===== src/assert_macros.svh =====
// Assertion helpers, included by the top-level cache file.
`ifndef ASSERT_MACROS_SVH
`define ASSERT_MACROS_SVH

// Same-cycle implication, switched off while reset is high.
`define ASSERT_SAME(name, clk, rst, ante, cons) \
   name: assert property (@(posedge clk) disable iff (rst) (ante) |-> (cons)) \
      else $error("assertion failed: same-cycle implication");

// Next-cycle implication, switched off while reset is high.
`define ASSERT_NEXT(name, clk, rst, ante, cons) \
   name: assert property (@(posedge clk) disable iff (rst) (ante) |=> (cons)) \
      else $error("assertion failed: next-cycle implication");

`endif


===== src/arp_pkg.sv =====
`default_nettype none

package arp_pkg;

   localparam logic        KIND_INSERT  = 1'b0;
   localparam logic        KIND_LOOKUP  = 1'b1;

   // Register index, taken from address bit 2.
   localparam logic        REG_TTL      = 1'b0;

   localparam logic [31:0] RESET_TTL_MS = 32'd30000;

   // Commands from the controller to the datapath.
   typedef struct packed {
      logic load;       // capture a new item
      logic wr_en;      // write the captured item into the store
      logic wr_victim;  // write at the round-robin slot and advance it
      logic rsp_load;   // present a lookup result
      logic rsp_hit;    // result is a hit
   } cmd_type;

   // Status from the datapath to the controller.
   typedef struct packed {
      logic key_match;  // entry just read holds the item's key
      logic live;       // entry just read has not expired
      logic is_lookup;  // captured item is a lookup
   } stat_type;

endpackage

`default_nettype wire


===== src/arp_ctrl.sv =====
`default_nettype none

module arp_ctrl #(
   parameter int ENTRIES = 16,
   localparam int IDXW = $clog2(ENTRIES)
) (
   input  wire logic              clock,
   input  wire logic              reset,
   input  wire logic              start,
   output logic                   busy,
   input  wire arp_pkg::stat_type status,
   output arp_pkg::cmd_type       cmd,
   output logic [IDXW-1:0]        rd_addr,
   output logic [IDXW-1:0]        wr_addr
);
   import arp_pkg::*;

   typedef enum logic [1:0] {
      S_IDLE,
      S_SCAN,
      S_WRITE
   } state_type;

   localparam logic [IDXW-1:0] LAST_IDX = IDXW'(ENTRIES - 1);

   state_type       state_ff;
   logic [IDXW-1:0] issue_ff;
   logic [IDXW-1:0] cmp_idx_ff;
   logic            cmp_vld_ff;
   logic [IDXW-1:0] wr_addr_ff;
   logic            wr_vic_ff;

   logic found;
   logic last;
   logic done;

   // An insert matches on the key alone; a lookup also needs a live entry.
   assign found = status.key_match && (!status.is_lookup || status.live);
   assign last  = (cmp_idx_ff == LAST_IDX);
   assign done  = cmp_vld_ff && (found || last);

   assign busy    = (state_ff != S_IDLE);
   assign rd_addr = issue_ff;
   assign wr_addr = wr_addr_ff;

   always_comb begin
      cmd.load      = start && (state_ff == S_IDLE);
      cmd.wr_en     = (state_ff == S_WRITE);
      cmd.wr_victim = wr_vic_ff;
      cmd.rsp_load  = (state_ff == S_SCAN) && done && status.is_lookup;
      cmd.rsp_hit   = found;
   end

   always_ff @(posedge clock) begin
      if (reset) begin
         state_ff   <= S_IDLE;
         issue_ff   <= '0;
         cmp_idx_ff <= '0;
         cmp_vld_ff <= 1'b0;
         wr_addr_ff <= '0;
         wr_vic_ff  <= 1'b0;
      end else begin
         unique case (state_ff)
            S_IDLE: begin
               cmp_vld_ff <= 1'b0;
               if (start) begin
                  state_ff <= S_SCAN;
                  issue_ff <= '0;
               end
            end
            S_SCAN: begin
               // Reads run one entry ahead of the compare.
               cmp_idx_ff <= issue_ff;
               cmp_vld_ff <= !done;
               if (issue_ff != LAST_IDX) begin
                  issue_ff <= issue_ff + 1'b1;
               end
               if (done) begin
                  if (status.is_lookup) begin
                     state_ff <= S_IDLE;
                  end else begin
                     state_ff   <= S_WRITE;
                     wr_addr_ff <= cmp_idx_ff;
                     wr_vic_ff  <= !found;
                  end
               end
            end
            S_WRITE: begin
               state_ff <= S_IDLE;
            end
            default: begin
               state_ff <= S_IDLE;
            end
         endcase
      end
   end

endmodule

`default_nettype wire


===== src/arp_dpath.sv =====
`default_nettype none

module arp_dpath #(
   parameter int ENTRIES = 16,
   localparam int IDXW = $clog2(ENTRIES)
) (
   input  wire logic             clock,
   input  wire logic             reset,
   input  wire arp_pkg::cmd_type cmd,
   input  wire logic [IDXW-1:0]  rd_addr,
   input  wire logic [IDXW-1:0]  wr_addr,
   input  wire logic             req_kind,
   input  wire logic [31:0]      req_ip_addr,
   input  wire logic [47:0]      req_mac_in,
   input  wire logic [31:0]      req_now_ms,
   input  wire logic             cfg_we,
   input  wire logic [31:0]      cfg_wdata,
   output logic [31:0]           ttl,
   output arp_pkg::stat_type     status,
   output logic                  rsp_strobe,
   output logic                  rsp_hit,
   output logic [47:0]           rsp_mac_out
);
   import arp_pkg::*;

   localparam logic [IDXW-1:0] LAST_IDX = IDXW'(ENTRIES - 1);

   logic [31:0]      ttl_ff;

   logic             kind_ff;
   logic [31:0]      ip_ff;
   logic [47:0]      mac_ff;
   logic [31:0]      now_ff;
   logic [31:0]      exp_ff;
   logic [31:0]      exp_in;

   logic [31:0]      key_mem [ENTRIES];
   logic [47:0]      mac_mem [ENTRIES];
   logic [31:0]      exp_mem [ENTRIES];
   logic [ENTRIES-1:0] valid_ff;

   logic [31:0]      rd_key_ff;
   logic [47:0]      rd_mac_ff;
   logic [31:0]      rd_exp_ff;
   logic             rd_vld_ff;

   logic [IDXW-1:0]  victim_ff;
   logic [IDXW-1:0]  victim_in;
   logic [IDXW-1:0]  waddr;

   logic [31:0]      eff_key;
   logic [47:0]      eff_mac;
   logic [31:0]      eff_exp;

   logic             rsp_strobe_ff;
   logic             rsp_hit_ff;
   logic [47:0]      rsp_mac_ff;

   assign ttl    = ttl_ff;
   assign exp_in = req_now_ms + ttl_ff;

   assign victim_in = (victim_ff == LAST_IDX) ? '0 : victim_ff + 1'b1;
   assign waddr     = cmd.wr_victim ? victim_ff : wr_addr;

   // An entry never written since reset reads as all zeros.
   assign eff_key = rd_vld_ff ? rd_key_ff : '0;
   assign eff_mac = rd_vld_ff ? rd_mac_ff : '0;
   assign eff_exp = rd_vld_ff ? rd_exp_ff : '0;

   always_comb begin
      status.key_match = (eff_key == ip_ff);
      status.live      = (eff_exp > now_ff);
      status.is_lookup = (kind_ff == KIND_LOOKUP);
   end

   assign rsp_strobe  = rsp_strobe_ff;
   assign rsp_hit     = rsp_hit_ff;
   assign rsp_mac_out = rsp_mac_ff;

   always_ff @(posedge clock) begin
      if (reset) begin
         ttl_ff        <= RESET_TTL_MS;
         valid_ff      <= '0;
         victim_ff     <= '0;
         rsp_strobe_ff <= 1'b0;
      end else begin
         if (cfg_we) begin
            ttl_ff <= cfg_wdata;
         end
         if (cmd.wr_en) begin
            valid_ff[waddr] <= 1'b1;
            if (cmd.wr_victim) begin
               victim_ff <= victim_in;
            end
         end
         rsp_strobe_ff <= cmd.rsp_load;
      end
   end

   // Captured item and result payload.
   always_ff @(posedge clock) begin
      if (cmd.load) begin
         kind_ff <= req_kind;
         ip_ff   <= req_ip_addr;
         mac_ff  <= req_mac_in;
         now_ff  <= req_now_ms;
         exp_ff  <= exp_in;
      end
      if (cmd.rsp_load) begin
         rsp_hit_ff <= cmd.rsp_hit;
         rsp_mac_ff <= cmd.rsp_hit ? eff_mac : '0;
      end
   end

   // Entry store: one write port, one registered read port.
   always_ff @(posedge clock) begin
      if (cmd.wr_en) begin
         key_mem[waddr] <= ip_ff;
         mac_mem[waddr] <= mac_ff;
         exp_mem[waddr] <= exp_ff;
      end
      rd_key_ff <= key_mem[rd_addr];
      rd_mac_ff <= mac_mem[rd_addr];
      rd_exp_ff <= exp_mem[rd_addr];
      rd_vld_ff <= valid_ff[rd_addr];
   end

endmodule

`default_nettype wire


===== src/arp_cache_ttl_round_robin_unit.sv =====
// IPv4-to-MAC cache with a time-to-live on every entry. Pulse start while busy
// is low to hand over an item: an insert (req_kind 0) refreshes the first entry
// holding req_ip_addr or fills the round-robin slot, with expiry
// req_now_ms + ttl_ms; a lookup (req_kind 1) reports the lowest-index entry
// whose key matches and whose expiry is still ahead of req_now_ms. The entries
// are read one a cycle through a single read port of the store, and busy stays
// high while the store is scanned and, for an insert, while the entry is
// written; a match ends the scan early. Each lookup gives one result, shown on
// rsp_hit and rsp_mac_out for exactly one cycle with rsp_strobe high, in the
// cycle in which busy falls. There is no way to hold a result off, so the
// receiver must take it in that cycle. Inserts give no result. The time-to-live
// register lies at byte address 0 of the APB port.
`default_nettype none

`include "assert_macros.svh"

module arp_cache_ttl_round_robin_unit #(
   parameter int ENTRIES = 16
) (
   input  wire logic        clock,
   input  wire logic        reset,

   input  wire logic        start,
   output logic             busy,
   input  wire logic        req_kind,
   input  wire logic [31:0] req_ip_addr,
   input  wire logic [47:0] req_mac_in,
   input  wire logic [31:0] req_now_ms,

   output logic             rsp_strobe,
   output logic             rsp_hit,
   output logic [47:0]      rsp_mac_out,

   input  wire logic        psel,
   input  wire logic        penable,
   input  wire logic        pwrite,
   input  wire logic [2:0]  paddr,
   input  wire logic [31:0] pwdata,
   output logic [31:0]      prdata,
   output logic             pready
);
   import arp_pkg::*;

   localparam int IDXW = $clog2(ENTRIES);

   cmd_type         cmd;
   stat_type        status;
   logic [IDXW-1:0] rd_addr;
   logic [IDXW-1:0] wr_addr;
   logic [31:0]     ttl;
   logic            cfg_we;

   assign pready = 1'b1;
   assign cfg_we = psel && penable && pwrite && pready && (paddr[2] == REG_TTL);
   assign prdata = (paddr[2] == REG_TTL) ? ttl : '0;

   arp_ctrl #(
      .ENTRIES (ENTRIES)
   ) u_ctrl (
      .clock   (clock),
      .reset   (reset),
      .start   (start),
      .busy    (busy),
      .status  (status),
      .cmd     (cmd),
      .rd_addr (rd_addr),
      .wr_addr (wr_addr)
   );

   arp_dpath #(
      .ENTRIES (ENTRIES)
   ) u_dpath (
      .clock       (clock),
      .reset       (reset),
      .cmd         (cmd),
      .rd_addr     (rd_addr),
      .wr_addr     (wr_addr),
      .req_kind    (req_kind),
      .req_ip_addr (req_ip_addr),
      .req_mac_in  (req_mac_in),
      .req_now_ms  (req_now_ms),
      .cfg_we      (cfg_we),
      .cfg_wdata   (pwdata),
      .ttl         (ttl),
      .status      (status),
      .rsp_strobe  (rsp_strobe),
      .rsp_hit     (rsp_hit),
      .rsp_mac_out (rsp_mac_out)
   );

   // An accepted item always makes the block busy in the following cycle.
   `ASSERT_NEXT(a_start_busy, clock, reset, start && !busy, busy)
   // A result follows the end of a scan, never one in progress.
   `ASSERT_SAME(a_rsp_after_scan, clock, reset, rsp_strobe, !busy && $past(busy))
   // One item gives at most one result.
   `ASSERT_NEXT(a_rsp_single, clock, reset, rsp_strobe, !rsp_strobe)
   // A miss carries a zero MAC.
   `ASSERT_SAME(a_miss_zero, clock, reset, rsp_strobe && !rsp_hit, rsp_mac_out == 48'd0)

endmodule

`default_nettype wire

===== config.mk =====
export PLATFORM = sky130hd
export DESIGN_NAME = arp_cache_ttl_round_robin_unit
export DESIGN_NICKNAME = d
export VERILOG_FILES = /design/src/arp_pkg.sv /design/src/arp_ctrl.sv /design/src/arp_dpath.sv /design/src/arp_cache_ttl_round_robin_unit.sv
export VERILOG_INCLUDE_DIRS = /design/src /design/src/src
export SDC_FILE = /design/constraint.sdc
export NUM_CORES = 2
export LEC_CHECK = 0
export BUFFER_PORTS_ARGS = -buffer_cell sky130_fd_sc_hd__buf_2
export CAP_MARGIN = 30
export CORE_UTILIZATION = 30
export CTS_CLUSTER_DIAMETER = 60
export CTS_CLUSTER_SIZE = 20
export DETAILED_ROUTE_END_ITERATION = 16
export GPL_ROUTABILITY_DRIVEN = 0
export PLACE_DENSITY = 0.5
export SLEW_MARGIN = 20
export SYNTH_ARGS = -nofsm -noshare
export SYNTH_HDL_FRONTEND = slang
export SYNTH_SLANG_ARGS = --single-unit
export TNS_END_PERCENT = 1

===== constraint.sdc =====
create_clock -name clock -period 10.6 [get_ports clock]
set_input_delay 1.06 -clock clock [delete_from_list [all_inputs] [get_ports clock]]
set_output_delay 1.06 -clock clock [all_outputs]
set_load 0.05 [all_outputs]

==> flow_summary.json <==
{
  "met1_length_um": 91200,
  "cts_hold_buffers": 0,
  "post_cts_resized": 0,
  "utilization": 0.345,
  "reg2reg_from": "u_dpath.rd_vld_ff",
  "synthCells": 3717,
  "post-route-min-period_ns": 4.91,
  "synth_top_area_frac": 0.728,
  "hold_class": "input pin to flop",
  "synth-main-ff-cell": "edfxtp_1",
  "period_share": 0.463,
  "synth_area_leaders": "edfxtp_1 (73%), mux4_2 (16%), dfxtp_1 (4.5%)",
  "ys_seq_area_frac": 0.773,
  "drc": 0,
  "dieArea_um2": 275000,
  "grt-ovfl-total": 0,
  "start_util": 0.302,
  "crit_buf_inv": 2,
  "arrival_ns": 5.58,
  "path_class": "flop to flop",
  "fin_cells": 7731,
  "setup_viol": 0,
  "place_inst": 7421,
  "yosysMostFrequentCell": "edfxtp_1",
  "min-delay-start": "req_mac_in[39]",
  "crit_path_frequent_cell": "buf_4",
  "critPathTopFamily": "simple AND/OR/NAND/NOR gates",
  "worstPathMaxFanout": 34,
  "clock_skew_ns": 0.0427,
  "rsz0062_at_grt": "false",
  "power.density_nw_per_um2": 193,
  "hold_slack_ns": 0.402,
  "crit_chain": "buf_4, a22oi_1, nor4_1, and4_1, o2111a_2, buf_4, and2_1",
  "multi_input_area_um2": 17800,
  "worst_pin_slew_ns": 1.00,
  "hpwl_um": 104000,
  "p_leak_nw": 28.6,
  "postCtsSetupRepairBufs": 0,
  "dr.first_iter.drc_count": 3118,
  "crit_required_ns": 11.27,
  "vias_per_cell": 4.86,
  "fin_nets": 4238,
  "start_kind": "flop",
  "cts_sinks": 2168,
  "synth_warnings": 0,
  "drive_gt1_frac": 0.288,
  "cts_buffers": 164,
  "end_kind": "flop",
  "first_pass_iters": 5,
  "rrSetupSlack_ns": 5.69,
  "synth.largest_area_cell": "edfxtp_1",
  "synthToLayoutAreaGrowth_pct": 14.1,
  "max_stage_delay_ns": 0.88,
  "netlist_area_um2": 81900,
  "vias": 37561,
  "ff_latch_area_um2": 63300,
  "setup_ws_ns": 5.69,
  "core_um2": 271000,
  "ys_async_sr_fraction": 0,
  "synth-edff-count": 1986,
  "ff2ff_path_depth": 7,
  "avgSynthCellArea_um2": 22.0,
  "met3_wirelength_um": 8400,
  "min_path_cells": 1,
  "antenna_found_initial": 29,
  "synth_common_cells": "edfxtp_1 (1986), mux4_2 (565), dfxtp_1 (182)",
  "grt_usage": 0.144,
  "cts_htree_levels": 4,
  "die-height_um": 524,
  "clockBufferDepth": 3,
  "outcome": "complete, no violations",
  "fp.dieW_um": 524,
  "drt_wl_total_um": 201000,
  "fp-row-count": 191,
  "slew_headroom": 0.330,
  "ir_worst_vdd_uv": 136,
  "hold_path_end": "u_dpath.mac_ff[39]",
  "critPathSlowestCell": "dfxtp_2",
  "port_buffers": 234,
  "r2r_end": "u_dpath.rsp_mac_out[25]",
  "first_global_vias": 39244,
  "fillers": 25274,
  "fmax_mhz": 204,
  "highest_layer": "met5",
  "ioPinCount": 238,
  "maxCapViolCount": 0,
  "root_buffer": "clkbuf_16",
  "place_ws_ns": 5.49,
  "synth_seq_cells": 2168,
  "ant_nets": 0,
  "route.met2.wl_um": 98500,
  "grt_pass1_wl_um": 287000,
  "cts_tree": "built",
  "path_clk_slew_ns": 0.08,
  "syn_nets": 3937,
  "ys_types": 73,
  "grt_start_max_net_pins": 124,
  "clock_latency_ns": 0.83,
  "drv_slew": 0,
  "timing.final.hold_violations": 0,
  "fin_tns_setup_ns": 0,
  "drt-wirelength-per-cell_um": 26.0
}
[cells in the final DEF (no fill, tap or decap), drive strengths merged, types with 34 or more instances in the layout]
cell type	netlist	layout
inv	48	88
nand2	115	115
nor2b	39	39
nor2	93	93
a21oi	83	83
buf	69	305
dfxtp	182	182
clkbuf	101	192
and2	82	82
clkinv	1	48
mux4	565	565
ha	65	65
edfxtp	1986	1986
o21ai	34	34
[how the worst max path moves through the flow]
stage                      startpoint                 endpoint  cells after the start
finish              u_dpath.rd_vld_ff  u_dpath.rsp_mac_out[25]                      7
global route        u_dpath.rd_vld_ff  u_dpath.rsp_mac_out[26]                      7
CTS                 u_dpath.rd_vld_ff  u_dpath.rsp_mac_out[25]                      7
detailed placement  u_dpath.rd_vld_ff  u_dpath.rsp_mac_out[19]                      7
global placement    u_dpath.rd_vld_ff  u_dpath.rsp_mac_out[25]                      7
floorplan                       start       u_ctrl.state_ff[0]                      4
[worst register-to-register path: stages, from the launching register on]
cell and delay [ns]:
dfxtp_2 0.88, buf_4 0.59, a22oi_1 0.28, nor4_1 0.79
and4_1 0.63, o2111a_2 0.86, buf_4 0.52, and2_1 0.22
[where the power goes]
part	total (mW)	leakage, nW	internal, mW	switching, mW
clock network	6.52	2.67	3.26	3.26
logic	1.51	6.58	0.794	0.712
registers	10.0	19.3	9.70	0.342
[per-layer routing]
layer | vias to the layer above | global-route usage
li1 | 15999 | -
met1 | 20445 | 0.200
met2 | 889 | 0.240
met3 | 222 | 0.0211
met4 | 6 | 0.0286
met5 | - | 0
[through the flow]
stage               power, mW  cell area (um2)
floorplan                11.3            81900
global placement         11.8            87600
detailed placement       11.8            87800
CTS                      18.3            93400
global route             18.7            93400
finish                   18.1            93400
[area by class of cell]
class                   count  area share
diodes                      3   0.0000804
clock buffers             192      0.0462
flip-flops and latches   2168       0.678
multi-input cells        1330       0.191
well taps                3570      0.0478
clock inverters           114      0.0139
inverters                  49     0.00197
repair buffers            305      0.0220
[sequential cells by signal, summed over array words and instances, names as in the netlist, 48 cells and up]
signal               flops
u_dpath.exp_mem        512
u_dpath.key_mem        512
u_dpath.mac_ff          48
u_dpath.mac_mem        768
u_dpath.rd_mac_ff       48
u_dpath.rsp_mac_out     48
[cell families after synthesis]
group / Yosys count / synth area share
flip-flops: 2168 / 0.773
multiplexers: 577 / 0.157
AND/OR/NAND/NOR: 431 / 0.0273
buffers and inverters: 219 / 0.0113
AO/OA/AOI/OAI: 213 / 0.0169
adder cells (fa/ha/maj): 66 / 0.0102
XOR/XNOR: 42 / 0.00449
other: 1 / 0.0000458
(Power assumes the default switching activity.)
